**src/rtl/core/tpc_pkg.sv**
```systemverilog
// ----------------------------------------------------------------------------
// tpc_pkg: shared types and constants for the passive TCP connection block
// Connection states, request and status codes, flag bits, config indexes.
// ----------------------------------------------------------------------------
package tpc_pkg;

  // RFC 793 state numbering
  typedef enum logic [3:0] {
    ST_CLOSED      = 4'd0,
    ST_LISTEN      = 4'd1,
    ST_SYN_SENT    = 4'd2,
    ST_SYN_RCVD    = 4'd3,
    ST_ESTABLISHED = 4'd4,
    ST_FIN_WAIT_1  = 4'd5,
    ST_FIN_WAIT_2  = 4'd6,
    ST_CLOSE_WAIT  = 4'd7,
    ST_CLOSING     = 4'd8,
    ST_LAST_ACK    = 4'd9,
    ST_TIME_WAIT   = 4'd10
  } conn_state_e;

  typedef enum logic [1:0] {
    REQ_SEGMENT = 2'd0,
    REQ_SEND    = 2'd1,
    REQ_TICK    = 2'd2,
    REQ_LISTEN  = 2'd3
  } req_type_e;

  typedef enum logic [1:0] {
    STATUS_HANDLED = 2'd0,
    STATUS_IGNORED = 2'd1,
    STATUS_ILLEGAL = 2'd2
  } status_e;

  typedef enum logic [1:0] {
    CFG_LOCAL_PORT  = 2'd0,
    CFG_INITIAL_SEQ = 2'd1,
    CFG_SEND_WINDOW = 2'd2
  } cfg_index_e;

  localparam logic [7:0] FL_FIN = 8'h01;
  localparam logic [7:0] FL_SYN = 8'h02;
  localparam logic [7:0] FL_RST = 8'h04;
  localparam logic [7:0] FL_PSH = 8'h08;
  localparam logic [7:0] FL_ACK = 8'h10;

  localparam logic [15:0] SEND_WINDOW_RESET = 16'd512;

  // One request beat
  typedef struct packed {
    req_type_e   req_type;
    logic [7:0]  seg_flags;
    logic [31:0] seg_seq;
    logic [31:0] seg_ack;
    logic [15:0] seg_src_port;
    logic [15:0] seg_dst_port;
    logic [15:0] payload_len;
  } req_t;

  // Connection context
  typedef struct packed {
    conn_state_e state;
    logic [31:0] send_next;
    logic [31:0] recv_next;
    logic [15:0] peer_port;
  } ctx_t;

  // Configuration registers
  typedef struct packed {
    logic [15:0] local_port;
    logic [31:0] initial_seq;
    logic [15:0] send_window;
  } cfg_t;

  // One result beat
  typedef struct packed {
    logic        send_valid;
    logic [7:0]  flags;
    logic [31:0] seq;
    logic [31:0] ack;
    logic [15:0] window;
    logic [15:0] src_port;
    logic [15:0] dest_port;
    logic        deliver_payload;
    status_e     status;
    conn_state_e conn_state;
  } result_t;

endpackage

```
**src/rtl/core/tpc_step.sv**
```systemverilog
// ----------------------------------------------------------------------------
// tpc_step: next-context and reply-header logic for one request
// Pure combinational step from the current context, config and request.
// ----------------------------------------------------------------------------
module tpc_step (
  input  tpc_pkg::req_t    req_i,
  input  tpc_pkg::ctx_t    ctx_i,
  input  tpc_pkg::cfg_t    cfg_i,
  output tpc_pkg::ctx_t    ctx_o,
  output tpc_pkg::result_t res_o
);
  import tpc_pkg::*;

  logic [31:0] seq_plus_one;
  logic [31:0] seq_plus_len;
  logic        port_closed;

  assign seq_plus_one = req_i.seg_seq + 32'd1;
  assign seq_plus_len = req_i.seg_seq + {16'd0, req_i.payload_len};
  assign port_closed  = (req_i.seg_dst_port != cfg_i.local_port) ||
                        (ctx_i.state == ST_CLOSED) ||
                        (ctx_i.state == ST_CLOSE_WAIT) ||
                        (ctx_i.state == ST_TIME_WAIT);

  always_comb begin
    ctx_o = ctx_i;
    res_o = '0;
    res_o.status = STATUS_HANDLED;

    case (req_i.req_type)
      REQ_SEGMENT: begin
        if (port_closed) begin
          // Refuse with RST-ACK, ports swapped
          res_o.send_valid = 1'b1;
          res_o.flags      = FL_RST | FL_ACK;
          res_o.ack        = seq_plus_one;
          res_o.src_port   = req_i.seg_dst_port;
          res_o.dest_port  = req_i.seg_src_port;
        end else begin
          case (ctx_i.state)
            ST_LISTEN: begin
              if (req_i.seg_flags == FL_SYN) begin
                ctx_o.peer_port  = req_i.seg_src_port;
                ctx_o.recv_next  = seq_plus_one;
                ctx_o.send_next  = cfg_i.initial_seq + 32'd1;
                ctx_o.state      = ST_SYN_RCVD;
                res_o.send_valid = 1'b1;
                res_o.flags      = FL_SYN | FL_ACK;
                res_o.seq        = cfg_i.initial_seq;
                res_o.ack        = seq_plus_one;
                res_o.window     = cfg_i.send_window;
                res_o.src_port   = cfg_i.local_port;
                res_o.dest_port  = req_i.seg_src_port;
              end else begin
                res_o.status = STATUS_IGNORED;
              end
            end
            ST_SYN_RCVD: begin
              if ((req_i.seg_seq == ctx_i.recv_next) &&
                  (req_i.seg_ack == ctx_i.send_next) &&
                  ((req_i.seg_flags & FL_ACK) != 8'd0)) begin
                ctx_o.state = ST_ESTABLISHED;
              end else begin
                res_o.status = STATUS_IGNORED;
              end
            end
            ST_ESTABLISHED: begin
              if (((req_i.seg_flags & FL_PSH) != 8'd0) &&
                  ((req_i.seg_flags & FL_ACK) != 8'd0)) begin
                ctx_o.send_next       = req_i.seg_ack;
                ctx_o.recv_next       = seq_plus_len;
                res_o.send_valid      = 1'b1;
                res_o.flags           = FL_ACK;
                res_o.seq             = req_i.seg_ack;
                res_o.ack             = seq_plus_len;
                res_o.window          = cfg_i.send_window;
                res_o.src_port        = cfg_i.local_port;
                res_o.dest_port       = req_i.seg_src_port;
                res_o.deliver_payload = 1'b1;
              end else if ((req_i.seg_flags & FL_FIN) != 8'd0) begin
                ctx_o.send_next  = req_i.seg_ack;
                ctx_o.recv_next  = seq_plus_len + 32'd1;
                ctx_o.peer_port  = req_i.seg_src_port;
                ctx_o.state      = ST_CLOSE_WAIT;
                res_o.send_valid = 1'b1;
                res_o.flags      = FL_ACK;
                res_o.seq        = req_i.seg_ack;
                res_o.ack        = seq_plus_len + 32'd1;
                res_o.window     = cfg_i.send_window;
                res_o.src_port   = cfg_i.local_port;
                res_o.dest_port  = req_i.seg_src_port;
              end else begin
                res_o.status = STATUS_IGNORED;
              end
            end
            ST_LAST_ACK: begin
              if ((req_i.seg_flags & FL_ACK) != 8'd0) begin
                ctx_o.state = ST_CLOSED;
              end else begin
                res_o.status = STATUS_IGNORED;
              end
            end
            default: begin
              res_o.status = STATUS_IGNORED;
            end
          endcase
        end
      end
      REQ_SEND: begin
        if (ctx_i.state == ST_ESTABLISHED) begin
          res_o.send_valid = 1'b1;
          res_o.flags      = FL_PSH | FL_ACK;
          res_o.seq        = ctx_i.send_next;
          res_o.ack        = ctx_i.recv_next;
          res_o.window     = cfg_i.send_window;
          res_o.src_port   = cfg_i.local_port;
          res_o.dest_port  = ctx_i.peer_port;
          ctx_o.send_next  = ctx_i.send_next + {16'd0, req_i.payload_len};
        end else begin
          res_o.status = STATUS_ILLEGAL;
        end
      end
      REQ_TICK: begin
        if (ctx_i.state == ST_CLOSE_WAIT) begin
          res_o.send_valid = 1'b1;
          res_o.flags      = FL_FIN | FL_ACK;
          res_o.seq        = ctx_i.send_next;
          res_o.ack        = ctx_i.recv_next;
          res_o.window     = cfg_i.send_window;
          res_o.src_port   = cfg_i.local_port;
          res_o.dest_port  = ctx_i.peer_port;
          ctx_o.send_next  = ctx_i.send_next + 32'd1;
          ctx_o.state      = ST_LAST_ACK;
        end
      end
      REQ_LISTEN: begin
        if (ctx_i.state == ST_CLOSED) begin
          ctx_o.state = ST_LISTEN;
        end else begin
          res_o.status = STATUS_ILLEGAL;
        end
      end
      default: begin
        res_o.status = STATUS_ILLEGAL;
      end
    endcase

    res_o.conn_state = ctx_o.state;
  end

endmodule

```
**src/rtl/core/tcp_passive_connection_fsm.sv**
```systemverilog
// ----------------------------------------------------------------------------
// tcp_passive_connection_fsm: single passive-open TCP connection context
// Takes listen, segment, send and tick requests; returns one result each.
// ----------------------------------------------------------------------------
// Usage:
//   Request channel (in_valid_i / in_ready_o): one beat per request, with
//   the request type and the header fields of a received segment.
//   Result channel (out_valid_o / out_ready_i): exactly one beat per
//   request, carrying an optional reply header (send_valid_o), the
//   payload-delivery flag, a status code and the state after the step.
//   Config channel (cfg_valid_i / cfg_ready_o): always ready; index 0 is
//   the local port, 1 the initial send sequence, 2 the advertised window.
//   Write config only while no request is in flight.
// Pipeline and throughput:
//   A request beat lands in the input register; when it advances, the
//   step logic updates the context and fills the result register, where
//   the receiver takes the result. One request per cycle is sustained
//   while the receiver keeps out_ready_i high: the context update is
//   made of compares and 32-bit adds.
// Reset:
//   Context goes to CLOSED with zero sequence numbers and peer port;
//   config returns to port 0, initial sequence 0, window 512.
// Stall:
//   While the result waits, the input register still takes one beat;
//   ready drops only when both registers hold an unfinished beat.
// ----------------------------------------------------------------------------
module tcp_passive_connection_fsm (
  input  logic        clk_i,
  input  logic        rst_ni,
  // request channel
  input  logic        in_valid_i,
  output logic        in_ready_o,
  input  logic [1:0]  req_type_i,
  input  logic [7:0]  seg_flags_i,
  input  logic [31:0] seg_seq_i,
  input  logic [31:0] seg_ack_i,
  input  logic [15:0] seg_src_port_i,
  input  logic [15:0] seg_dst_port_i,
  input  logic [15:0] payload_len_i,
  // result channel
  output logic        out_valid_o,
  input  logic        out_ready_i,
  output logic        send_valid_o,
  output logic [7:0]  out_flags_o,
  output logic [31:0] out_seq_o,
  output logic [31:0] out_ack_o,
  output logic [15:0] out_window_o,
  output logic [15:0] out_src_port_o,
  output logic [15:0] out_dst_port_o,
  output logic        deliver_payload_o,
  output logic [1:0]  status_o,
  output logic [3:0]  conn_state_out_o,
  // config channel
  input  logic        cfg_valid_i,
  output logic        cfg_ready_o,
  input  logic [1:0]  cfg_index_i,
  input  logic [31:0] cfg_data_i
);
  import tpc_pkg::*;

  logic    in_valid_q;
  req_t    req_q;
  logic    out_valid_q;
  result_t res_q;
  ctx_t    ctx_q;
  ctx_t    ctx_d;
  cfg_t    cfg_q;
  result_t res_d;
  logic    advance;

  // Move a beat from the input register to the result register when the
  // result slot is empty or being drained this cycle.
  assign advance     = in_valid_q && (!out_valid_q || out_ready_i);
  assign in_ready_o  = !in_valid_q || advance;
  assign cfg_ready_o = 1'b1;

  tpc_step u_step (
    .req_i (req_q),
    .ctx_i (ctx_q),
    .cfg_i (cfg_q),
    .ctx_o (ctx_d),
    .res_o (res_d)
  );

  // Input register: valid bit under reset, payload without
  always_ff @(posedge clk_i or negedge rst_ni) begin
    if (!rst_ni) begin
      in_valid_q <= 1'b0;
    end else if (in_ready_o) begin
      in_valid_q <= in_valid_i;
    end
  end

  always_ff @(posedge clk_i) begin
    if (in_valid_i && in_ready_o) begin
      req_q.req_type     <= req_type_e'(req_type_i);
      req_q.seg_flags    <= seg_flags_i;
      req_q.seg_seq      <= seg_seq_i;
      req_q.seg_ack      <= seg_ack_i;
      req_q.seg_src_port <= seg_src_port_i;
      req_q.seg_dst_port <= seg_dst_port_i;
      req_q.payload_len  <= payload_len_i;
    end
  end

  // Connection context: commit on every advancing beat
  always_ff @(posedge clk_i or negedge rst_ni) begin
    if (!rst_ni) begin
      ctx_q.state     <= ST_CLOSED;
      ctx_q.send_next <= '0;
      ctx_q.recv_next <= '0;
      ctx_q.peer_port <= '0;
    end else if (advance) begin
      ctx_q <= ctx_d;
    end
  end

  // Config registers; an index past the list is dropped
  always_ff @(posedge clk_i or negedge rst_ni) begin
    if (!rst_ni) begin
      cfg_q.local_port  <= '0;
      cfg_q.initial_seq <= '0;
      cfg_q.send_window <= SEND_WINDOW_RESET;
    end else if (cfg_valid_i && cfg_ready_o) begin
      case (cfg_index_e'(cfg_index_i))
        CFG_LOCAL_PORT:  cfg_q.local_port  <= cfg_data_i[15:0];
        CFG_INITIAL_SEQ: cfg_q.initial_seq <= cfg_data_i;
        CFG_SEND_WINDOW: cfg_q.send_window <= cfg_data_i[15:0];
        default: begin
        end
      endcase
    end
  end

  // Result register: hold while the receiver stalls
  always_ff @(posedge clk_i or negedge rst_ni) begin
    if (!rst_ni) begin
      out_valid_q <= 1'b0;
    end else if (!out_valid_q || out_ready_i) begin
      out_valid_q <= in_valid_q;
    end
  end

  always_ff @(posedge clk_i) begin
    if (advance) begin
      res_q <= res_d;
    end
  end

  assign out_valid_o       = out_valid_q;
  assign send_valid_o      = res_q.send_valid;
  assign out_flags_o       = res_q.flags;
  assign out_seq_o         = res_q.seq;
  assign out_ack_o         = res_q.ack;
  assign out_window_o      = res_q.window;
  assign out_src_port_o    = res_q.src_port;
  assign out_dst_port_o    = res_q.dest_port;
  assign deliver_payload_o = res_q.deliver_payload;
  assign status_o          = res_q.status;
  assign conn_state_out_o  = res_q.conn_state;

endmodule

```
**config.mk**
```make
export PLATFORM = sky130hd
export DESIGN_NAME = tcp_passive_connection_fsm
export DESIGN_NICKNAME = d
export VERILOG_FILES = /design/src/rtl/core/tpc_pkg.sv /design/src/rtl/core/tpc_step.sv /design/src/rtl/core/tcp_passive_connection_fsm.sv
export SDC_FILE = /design/constraint.sdc
export NUM_CORES = 1
export LEC_CHECK = 0
export ABC_CLOCK_PERIOD_IN_PS = 4600
export BUFFER_PORTS_ARGS = -buffer_cell sky130_fd_sc_hd__buf_2
export CELL_PAD_IN_SITES_DETAIL_PLACEMENT = 0
export CELL_PAD_IN_SITES_GLOBAL_PLACEMENT = 1
export CORE_MARGIN = 2
export CORE_UTILIZATION = 35
export DETAILED_ROUTE_END_ITERATION = 10
export HOLD_SLACK_MARGIN = 0.12
export MAX_ROUTING_LAYER = met4
export PLACE_DENSITY = 0.65
export SLEW_MARGIN = 25
export SYNTH_ARGS = -nofsm -noshare
export SYNTH_HDL_FRONTEND = slang
export SYNTH_SLANG_ARGS = --single-unit
```
**constraint.sdc**
```tcl
create_clock -name clk_i -period 4.6 [get_ports clk_i]
set_clock_uncertainty 0.15 [all_clocks]
set_input_delay 1.38 -clock clk_i [delete_from_list [all_inputs] [get_ports clk_i]]
set_output_delay 1.38 -clock clk_i [all_outputs]
set_load 0.05 [all_outputs]
```
**Yosys cells after proc, flatten, opt, wreduce, memory -nomap -nowiden**

Cells that the tools add are included.

- Register bits: 400
- Input bits: 161
- Output and inout port bits: 131
- Word-level logic and storage cells: 122

- Add/subtract/negate cells: 6
- Equal/unequal tests: 25
- Muxes and demuxes: 38
- Bitwise logic cells: 3
- Reductions and logical operators: 24

Operators by type and width:

| cell | count |
|---|---|
| $mux 121 | 5 |
| $pmux 121 s3 | 1 |
| $mux 84 | 3 |
| $pmux 121 s2 | 1 |
| $pmux 80 s2 | 1 |
| $add 32x1->32 const B | 4 |
| $mux 32 | 4 |
| $pmux 32 s3 | 1 |
| $add 32x16->32 | 2 |
| $eq 32x32->1 | 2 |
| $mux 64 | 1 |
| $mux 36 | 1 |
| $mux 16 | 2 |
| $mux 4 | 4 |
| $ne 16x16->1 | 1 |
| $pmux 4 s4 | 1 |
| $pmux 4 s3 | 1 |
| $mux 9 | 1 |
| $ne 3x2->1 const B | 3 |
| $eq 4x3->1 const B | 2 |
| $eq 4x4->1 const B | 2 |
| $eq 8x2->1 const B | 1 |
| $mux 2 | 4 |
| $pmux 2 s4 | 1 |
| other kinds (22) | 47 |

**Logic depth before layout (Yosys ltp)**

- Depth in word-level cells: 7
- Gate-level depth with buffers: 14
- Mapped depth without buffers: 12

**By module**

Synthesis repeated with hierarchy kept, for this count alone.

- Cells, all modules: 2314
- Area, all modules: 23588.9 um2

Modules (own cells, without submodules):

| module | times used | cells an instance | area each (um2) | seq. area each (um2) |
|---|---|---|---|---|
| tcp_passive_connection_fsm | 1 | 574 | 13141.4 | 11262.1 |
| tpc_step | 1 | 1740 | 10447.5 | 0.0 |

**Worst setup path after synthesis**

OpenSTA, ideal clock, no wires.

- Kind: input to register
- From: input port out_ready_i
- To: register req_q[0] (netlist bit), enable pin
- Library setup time: 495 ps
- Arrival: 4720 ps
- Data required time: 3955 ps
- Setup slack: -765 ps
- Stages on the path: 2
- Path buffers: 0
- Cells stage by stage: nand3b_1 and2_1

- Longest elaborated chain between the ends: 4

Ends and longest elaborated chain:

| element | RTL line | text |
|---|---|---|
| start: declaration | tcp_passive_connection_fsm.sv:42 | `input logic out_ready_i,` |
| $logic_or 1x1->1 | tcp_passive_connection_fsm.sv:73 | `assign advance = in_valid_q && (!out_valid_q \|\| out_ready_i);` |
| $logic_and 1x1->1 | tcp_passive_connection_fsm.sv:73 |  |
| $logic_or 1x1->1 | tcp_passive_connection_fsm.sv:74 | `assign in_ready_o = !in_valid_q \|\| advance;` |
| $logic_and 1x1->1 | tcp_passive_connection_fsm.sv:95 | `if (in_valid_i && in_ready_o) begin` |
| end: declaration | tcp_passive_connection_fsm.sv:62 | `req_t req_q;` |

No other way between the ends.
A chain may end at the register's enable or synchronous reset.

**Worst setup path in the final report**

- From: register req_q[0] (netlist bit)
- To: register ctx_q[46] (netlist bit)

- Longest elaborated chain between the ends: 5

Ends and longest elaborated chain:

| element | RTL line | text |
|---|---|---|
| $add 32x16->32 * | tpc_step.sv:19 | `assign seq_plus_len = req_i.seg_seq + {16'd0, req_i.payload_len};` |
| $add 32x1->32 | tpc_step.sv:82 | `ctx_o.recv_next = seq_plus_len + 32'd1;` |
| $mux 84 | tpc_step.sv:80 | `end else if ((req_i.seg_flags & FL_FIN) != 8'd0) begin` |
| $mux 64 * | tpc_step.sv:68 | `if (((req_i.seg_flags & FL_PSH) != 8'd0) &&` |
| $pmux 80 s2 * | tpc_step.sv:40 | `case (ctx_i.state)` |
| end signal: assignment | tcp_passive_connection_fsm.sv:114 | `ctx_q <= ctx_d;` |
| end: declaration | tcp_passive_connection_fsm.sv:65 | `ctx_t ctx_q;` |

Every way passes the cells marked *; elsewhere a longest branch is shown, timed or not. The select of a mux whose other input is x is not followed.

==> results.txt <==
Synth Instances: 2225
CTS Buffer Depth: 3
Root Driver: clkbuf_16
Required @ worst endpoint: 4.97 ns
Maxcap violations: 0
Post-CTS Hold Buffers: 0
First-pass GRT wire length: 131000 µm
Rows: 92
Routed wire length: 89100 µm
Power, Total: 10.6 mW
Area taken by multi-input logic gates: 10600 µm²
Sequential area share after synthesis: 0.497
Num CTS Buffers: 46
Gr busiest metal: met2
Final core occ: 0.425
Period minus WS final: 4.33 ns
Distinct cell type count after synthesis: 85
Hold Startpoint: in_valid_q
Fraction of layout cells with a size suffix above 1: 0.223
Slew margin rel.: 0.312
Synth Area in XOR/XNOR: 0.0741
Initial DRC count: 1914
Met2 usage: 0.452
Met3 usage in global routing: 0.0357
Worst Setup End Kind: flip-flop
Mapped Area: 22400 µm²
RSZ-0062 raised after global routing: false
Hold Path Depth: 1
Largest fanout on the critical path: 11
Port Buffers: 287
Setup slack, reg-to-reg: 0.27 ns
TritonRoute pass-1 iters: 6
Fillers: 6181
Slowest stage cell, crit path: or4_1
R2r startpoint: req_q[0]
Final Cycle Share: 0.941
Initial antenna violation count: 2
YS warnings: 0
CTS tree: built
Main combinational cell family by area after synthesis: compound AO/OA/AOI/OAI gates
FMAX: 231 MHz
Peak VDD IR: 278 µV
Worst-Skew Late Latency: 0.61 ns
Antenna Violating Nets Remaining: 0
Commonest non-fill, non-tap cells in the layout: buf_2, edfxtp_1, nand2_1
Layout area overhead: 19.8%
Ys async rst share: 0.379
Global-route track usage on met1: 0.336
Yosys top cell area share: 0.329
DIE HEIGHT: 257 µm
Clock-pin slew on the worst setup and hold paths: 0.06 ns
Synth Area in Compound Gates: 0.172
NumNets Final: 2721
Vias: 19500
Setup CP Type: reg -> reg
H-tree depth: 2
Register Area: 11100 µm²
DRC violations left: 0
LEAKAGE: 10.4 nW
Worst path cell trace: ha_1 > fa_1 > a211oi_1 > o211ai_1 > a31oi_1 > xnor2_1 > nor2b_1 > nand4_1 > buf_4 > or4_1 > o31a_1 > o32ai_1 > mux2_2
Drt via density: 5.73
I/O pin cnt: 292
Startpoint Class: flip-flop
Number of global-route vias before repair: 19300
Seq cells post-synth: 396
Pin count of the biggest net entering global routing: 79
HPWL Detailed: 68000 µm
Dominant cells by area after synthesis: edfxtp_1, dfrtp_1, xnor2_1
RePlAce Congestion: 0.997
R2R Path End: ctx_q[46]
Setup tns final: 0 ns
Core area: 63200 µm²
DR WL/cell: 26.2 µm
Final setup fails: 0
Final hold violation count: 0
Power per Cell Area: 395 nW/µm²
Area share of fa/ha/maj cells after synthesis: 0.0252
Outcome: finished, final reports clean
Die ar.: 66100 µm²
Mux share of post-synthesis cell area: 0.0378
Worst-Margin Slew: 1.03 ns
Die Span X: 257 µm
Hold EP: out_valid_o
CTS sink cnt: 396
Initial Util: 0.355
Hold WC Path Type: reg -> reg
Total track usage: 0.274
R2R cell count: 13
Ys flop type: edfxtp_1
Most common cell after layout, fill and taps aside: buf_2
Max stage delay on crit path: 0.58 ns
Worst EP arrival: 4.71 ns
Number of synthesized flops with an enable pin: 246
Syn avg cell area: 10.1 µm²
Post-Synth Simple-Gate Area: 0.158
GRT overflow: 0
Max Slew Vio Count: 0
Yosys top cell by area: edfxtp_1
[power breakdown]
group          internal, mW  leakage, nW  switching [mW]
clock                  2.41        0.803            1.63
sequential             4.13         4.32           0.383
combinational         0.741         5.32            1.34
[metal layers]
metal / routed length, µm / share of wire / vias to the layer above
met1: 36100 / 0.41 / 9725
met4: 4390 / 0.049 / 0
li1: - / - / 8826
met5: 0 / 0 / -
met2: 43500 / 0.49 / 731
met3: 5080 / 0.057 / 190
[registers in the layout (all words and copies together) (netlist names)]
register and flops:
out_seq_o 32, in_valid_q 1, out_src_port_o 16, conn_state_out_o 4
out_window_o 16, ctx_q 84, req_q 122, out_flags_o 5
out_valid_o 1, deliver_payload_o 1, status_o 2, out_ack_o 32
cfg_q 64, out_dst_port_o 16
[kinds of logic (layout without fill, tap and decap cells)]
logic type | after synthesis | after routing
mux | 76 | 76
other cells | 2 | 6
compound gates | 586 | 586
xor+xnor | 189 | 189
buf+inv | 196 | 522
simple gates | 736 | 736
fa+ha+maj | 44 | 44
flops | 396 | 396
[worst max-delay path by stage]
stage                 from  cells past startpoint             to  slack [ns]
6_report          req_q[0]                     13      ctx_q[46]        0.27
5_1_grt           req_q[0]                     13  out_ack_o[24]        0.01
4_1_cts           req_q[0]                     12  out_ack_o[25]        0.19
3_5_place_dp      req_q[0]                     12  out_ack_o[25]        0.23
3_3_place_gp      req_q[0]                     12  out_ack_o[25]        0.29
2_1_floorplan  out_ready_i                      4      ctx_q[80]        0.27
[critical path, delay by kind of cell (launching register included)]
| kind | cells | cell delay, ns |
|---|---|---|
| and+or+nand+nor | 3 | 0.93 |
| DFF | 1 | 0.42 |
| muxes | 1 | 0.19 |
| AOI/OAI and AO/OA | 5 | 1.38 |
| xor gates and xnor gates | 1 | 0.25 |
| adders and majority gates | 2 | 0.68 |
| buffers and inverters | 1 | 0.24 |
[area by class of cell]
type,instances,share of cell area
Tap cell,846,0.0394
Clock inverter,29,0.0157
Sequential cell,396,0.415
Clock buffer,56,0.0465
Timing Repair Buffer,380,0.0820
Antenna cell,2,0.000186
Inverter,57,0.00810
Multi-Input combinational cell,1635,0.393
[Yosys cell counts, drive strengths merged (28+ instances only)]
| cell type | instances |
|---|---|
| and2 | 29 |
| nand4 | 44 |
| o22ai | 52 |
| inv | 56 |
| a22oi | 97 |
| a21oi | 119 |
| nor2 | 207 |
| edfxtp | 246 |
| clkbuf | 116 |
| nor3 | 47 |
| and3 | 28 |
| nand2 | 206 |
| nand3 | 66 |
| mux2 | 70 |
| xor2 | 76 |
| o21ai | 117 |
| xnor2 | 113 |
| ha | 42 |
| dfrtp | 149 |
[through the flow]
stage | hold WS [ns] | instance area (µm²) | setup WS (ns) | std cells
6_report | 0.330 | 26900 | 0.269 | 3401
3_3_place_gp | 0.312 | 25200 | 0.292 | 3314
4_1_cts | 0.333 | 26800 | 0.187 | 3399
3_5_place_dp | 0.325 | 25200 | 0.226 | 3314
2_1_floorplan | 0.300 | 22400 | 0.274 | 2227
5_1_grt | 0.360 | 26900 | 0.0137 | 3401
[what timing repair did]
action / 4_1_cts / 5_1_grt
gates resized for setup: 0 / 3
setup endpoints to repair: 0 / 6
setup buffers: 0 / 0
No activity file was read; power rests on OpenSTA's default activity.
